`src/rtl/rpn_ram.sv`:
```
// Generic single-write, single-read RAM with registered read data.
// No dependencies.
module rpn_ram #(
   parameter int WIDTH = 32,
   parameter int DEPTH = 64
) (
   input  logic                     clock,
   input  logic                     wr_en,
   input  logic [$clog2(DEPTH)-1:0] wr_addr,
   input  logic [WIDTH-1:0]         wr_data,
   input  logic [$clog2(DEPTH)-1:0] rd_addr,
   output logic [WIDTH-1:0]         rd_data
);

   logic [WIDTH-1:0] mem_ff [DEPTH];
   logic [WIDTH-1:0] rd_data_ff;

   always_ff @(posedge clock) begin
      if (wr_en) begin
         mem_ff[wr_addr] <= wr_data;
      end
      rd_data_ff <= mem_ff[rd_addr];
   end

   assign rd_data = rd_data_ff;

endmodule
```
`config.mk`:
```
export PLATFORM = sky130hd
export DESIGN_NAME = rpn_ram
export DESIGN_NICKNAME = d
export VERILOG_FILES = /design/src/rtl/rpn_ram.sv
export SDC_FILE = /design/constraint.sdc
export NUM_CORES = 2
export LEC_CHECK = 0
export BUFFER_PORTS_ARGS = -buffer_cell sky130_fd_sc_hd__buf_4
export CAP_MARGIN = 20
export CELL_PAD_IN_SITES_DETAIL_PLACEMENT = 0
export CELL_PAD_IN_SITES_GLOBAL_PLACEMENT = 2
export CORE_UTILIZATION = 51
export DETAILED_ROUTE_END_ITERATION = 16
export PLACE_DENSITY_LB_ADDON = 0.1
export SLEW_MARGIN = 15
export SYNTH_ARGS = -nofsm -noshare
export SYNTH_HDL_FRONTEND = slang
export SYNTH_SLANG_ARGS = --single-unit
export TNS_END_PERCENT = 10
```
`constraint.sdc`:
```
create_clock -name clock -period 5.1 [get_ports clock]
set_clock_uncertainty 0.05 [all_clocks]
set_input_delay 1.275 -clock clock [delete_from_list [all_inputs] [get_ports clock]]
set_output_delay 1.275 -clock clock [all_outputs]
set_load 0.005 [all_outputs]
```
### After elaboration in Yosys (flattened, before gate mapping)

Memories as Yosys holds them, arrays and structs flattened. A register that Yosys moved wholly into a read port is not among the register bits.
Index checks and enable logic that the tools add are counted.

* RAM bits: 2048
* input bits: 46
* bits in registers: 0
* memories kept: 1
* output and inout bits: 32
* logic and storage cells: 3

* mux-type cells: 2

Memories
* mem_ff: depth 64, width 32, rd ports 1, clocked after memory_dff 1, write ports 1, line 15 `logic [WIDTH-1:0] mem_ff [DEPTH];`

Operators with widths (count)
* 2-to-1 mux 1 bit: 2

### Depth between registers and ports, before layout

* word-level depth: 2
* gate-level depth with buffers: 10
* mapped depth without buffers: 5

### Least setup slack after synthesis

No wires, ideal clock.

* path kind: input-to-reg
* start point: input port wr_addr[3]
* end point: memory mem_ff[48][0], enable pin
* path slack: 615 ps
* cell stages on the path: 4
* data arrival time: 3974 ps
* library setup time: 461 ps
* path buffers: 1
* required time: 4589 ps
* path through: clkbuf_1 -> nor2b_1 -> nand4b_1 -> nor3_1

RTL lines
* from (decl): line 9 `input logic [$clog2(DEPTH)-1:0] wr_addr,`
* to (decl): line 15

No word-level cell before the write port.

==> summary.json <==
{
  "run_status": "completed",
  "post-route-cell-area_mm2": 0.0894,
  "postRouteAntennaNets": 0,
  "synthSimpleGateAreaFrac": 0.0127,
  "fin_tns_setup_ps": 0,
  "placed_cell_area_mm2": 0.0829,
  "gp_congestion": 0.775,
  "irDropWorstVdd_mv": 0.303,
  "die_height_um": 394,
  "portion_of_the_post_synthesis_area_used_by_sequential_elements": 0.791,
  "critical_path.startpoint_type": "input pin",
  "antenna_violations_before_repair": 8,
  "die-area_mm2": 0.156,
  "synth_compound_area_frac": 0.0167,
  "dpl.hpwl_mm": 113,
  "final_nets": 3637,
  "timing.final.max_slew_violations": 0,
  "synth_area_leader_cell": "edfxtp_1",
  "route.detailed.drc": 0,
  "hold_viol_final": 0,
  "grt_setup_unrepaired": "no",
  "power-per-cell-area_mw_per_mm2": 395,
  "slowest_cell_on_the_critical_path": "a21oi_1",
  "post_route_cells_drive_above_1_share": 0.300,
  "portBuffers": 77,
  "max_cap_viol_count": 0,
  "global_route.overflow_total": 0,
  "worst-endpoint-arrival_ps": 4260,
  "critPathKind": "input pin to flop",
  "critical_path.max_stage_delay_ps": 660,
  "number_of_top_level_pins": 78,
  "cp_num_buf_inv": 4,
  "worst_slew_margin_rel": 0.293,
  "synth_area_leaders": "edfxtp_1 (78%), mux4_2 (16%), mux2i_1 (1.2%)",
  "achievable-frequency_mhz": 273,
  "floorplan.initialDensity": 0.515,
  "layout_min_cycle_time_ps": 3660,
  "synth_seq_cells": 2080,
  "all_layer_gr_usage": 0.262,
  "grt_max_degree": 71,
  "yosys-mux-area-fraction": 0.168,
  "tightest_slew_ps": 1060,
  "ctsHtreeMaxLevel": 4,
  "placed_cell_count": 5411,
  "synth_area_per_cell_um2": 23.6,
  "post-route-period-util": 0.718,
  "dieWidth_um": 394,
  "synth_cell_type_count": 34,
  "endpoint_kind": "flop",
  "cts_buffers": 208,
  "vias": 36900,
  "num_antenna_cells": 0,
  "area_growth_syn_to_fin_pct": 13.8,
  "worst-path-max-fanout": 34,
  "drt_iter0_markers": 3984,
  "route.detailed.vias_per_inst": 6.37,
  "cpLargestDelayFamily": "buffers and inverters",
  "drt-total-wl_mm": 201,
  "synth_cells": 3324,
  "postCtsSetupBuffers": 0,
  "synth_top_area_frac": 0.783,
  "netlist_area_mm2": 0.0785,
  "post_layout_nonfiller_instances": 5791,
  "min_path_type": "flop to flop",
  "worstSkewPairLatency_ps": 810,
  "total_power_mw": 35.3,
  "power_leakage_nw": 27.9,
  "synth.yosys.warnings": 0,
  "syn_nets": 3370,
  "cts-root-buf": "clkbuf_16",
  "critPathRequiredTime_ps": 5700,
  "drt_pass1_iterations": 7,
  "synth_top_family_by_area": "multiplexers",
  "grt_first_pass_wirelength_mm": 284,
  "cts_hold_repair.buffers": 0,
  "post_synth_fa_ha_maj_area_fraction": 0,
  "holdWs_ps": 698,
  "max-clock-path-buffers": 3,
  "post_cts_resize_count": 0,
  "clock_pin_slew_reported_for_the_worst_setup_and_hold_paths_after_clock_tree_synthesis_ps": 60,
  "worstPathCellList": "buf_8 -> buf_12 -> buf_4 -> buf_4 -> mux4_2 -> o221ai_1 -> a21oi_1 -> a21oi_1 -> nor2_1",
  "fp.coreArea_mm2": 0.152,
  "fp-row-count": 143,
  "wire_per_inst_um": 34.6,
  "via_count_of_the_first_global_routing_pass": 38300,
  "tritoncts_clock_tree": "built",
  "post_synth_xor_xnor_area": 0,
  "clock_sink_count": 2080,
  "finalSetupViolCount": 0
}
==> worst reg2reg max path: cells and delay by family (launching register included) <==
| kind | cells | cell delay [ps] |
|---|---|---|
| AOI/OAI and AO/OA | 2 | 840 |
| and+or+nand+nor | 1 | 80 |
| DFF | 1 | 370 |
| muxes | 2 | 740 |
==> final cells by class <==
class	count	area, µm²
Clock inverter	90	672
Multi-Input combinational cell	1062	16000
Tap cell	2030	2540
Sequential cell	2080	62100
Clock buffer	290	5780
Fill cell	10900	63100
Timing Repair Buffer	239	2280
==> stage by stage <==
| step | worst slack [ps] | utilization |
|---|---|---|
| floorplan | 615 | - |
| global placement | 614 | 0.544 |
| detailed placement | 604 | 0.544 |
| CTS | 1460 | 0.586 |
| global route | 1360 | 0.586 |
| finish | 1440 | 0.586 |
==> layer usage <==
metal	GRT usage	up-vias	part of all wire
li1	-	14800	-
met1	0.378	20200	0.41
met2	0.413	1539	0.48
met3	0.0517	286	0.079
met4	0.0726	6	0.026
met5	0	-	0.00016
==> synthesized netlist by cell type <==
cell and n:
edfxtp_1 2048, mux4_2 544, nor2_1 137, mux2i_1 93
o22ai_1 84, clkbuf_1 74, a21oi_1 62, buf_2 57
dfxtp_1 32, o221ai_1 27, nand2_1 26, buf_4 25
buf_1 21, nor2b_1 15, a22oi_1 12, a311oi_1 8
nand2b_1 8, nor3_1 7, buf_6 5, nand3_1 5
nand3b_1 5, a41o_1 4, and3_1 4, o32ai_1 4
or3_1 3, or3b_2 3, and2_1 2, nand4_1 2
or3b_1 2, a31oi_1 1, nand4b_1 1, or2_0 1
or2_1 1, or2_2 1
==> sequential cells by signal, indices dropped and copies added, names as in the netlist <==
register  count
rd_data      32
mem_ff     2048
==> worst paths after layout <==
check | slack, ps | startpoint | cells past startpoint | end
setup / recovery | 1440 | rd_addr[0] | 9 | rd_data[5]
hold / removal | 700 | mem_ff[28][20] | 4 | rd_data[20]
setup reg to reg | 2890 | mem_ff[14][5] | 5 | rd_data[5]
hold reg to reg | 700 | mem_ff[28][20] | 4 | rd_data[20]
==> report_power, final <==
part / total (mW) / switching [mW] / internal (mW)
sequential: 19.0 / 0.0919 / 18.9
combinational: 1.71 / 1.04 / 0.673
clock: 14.5 / 6.19 / 8.35
==> cells by family (layout without fill, tap and decap cells) <==
kind of cell           count (synthesis)  in the layout
AO/OA/AOI/OAI                        202            202
multiplexers                         637            637
buffers and inverters                182            619
AND/OR/NAND/NOR                      223            223
flip-flops                          2080           2080
==> cell usage in the layout (no fill, tap or decap), drive strengths merged, types with 27 or more instances in the layout <==
master     n
edfxtp  2048
mux4     544
clkbuf   290
buf      239
nor2     137
mux2i     93
o22ai     84
clkinv    74
a21oi     62
dfxtp     32
o221ai    27
Note: power is estimated with default switching activity, not from simulation.
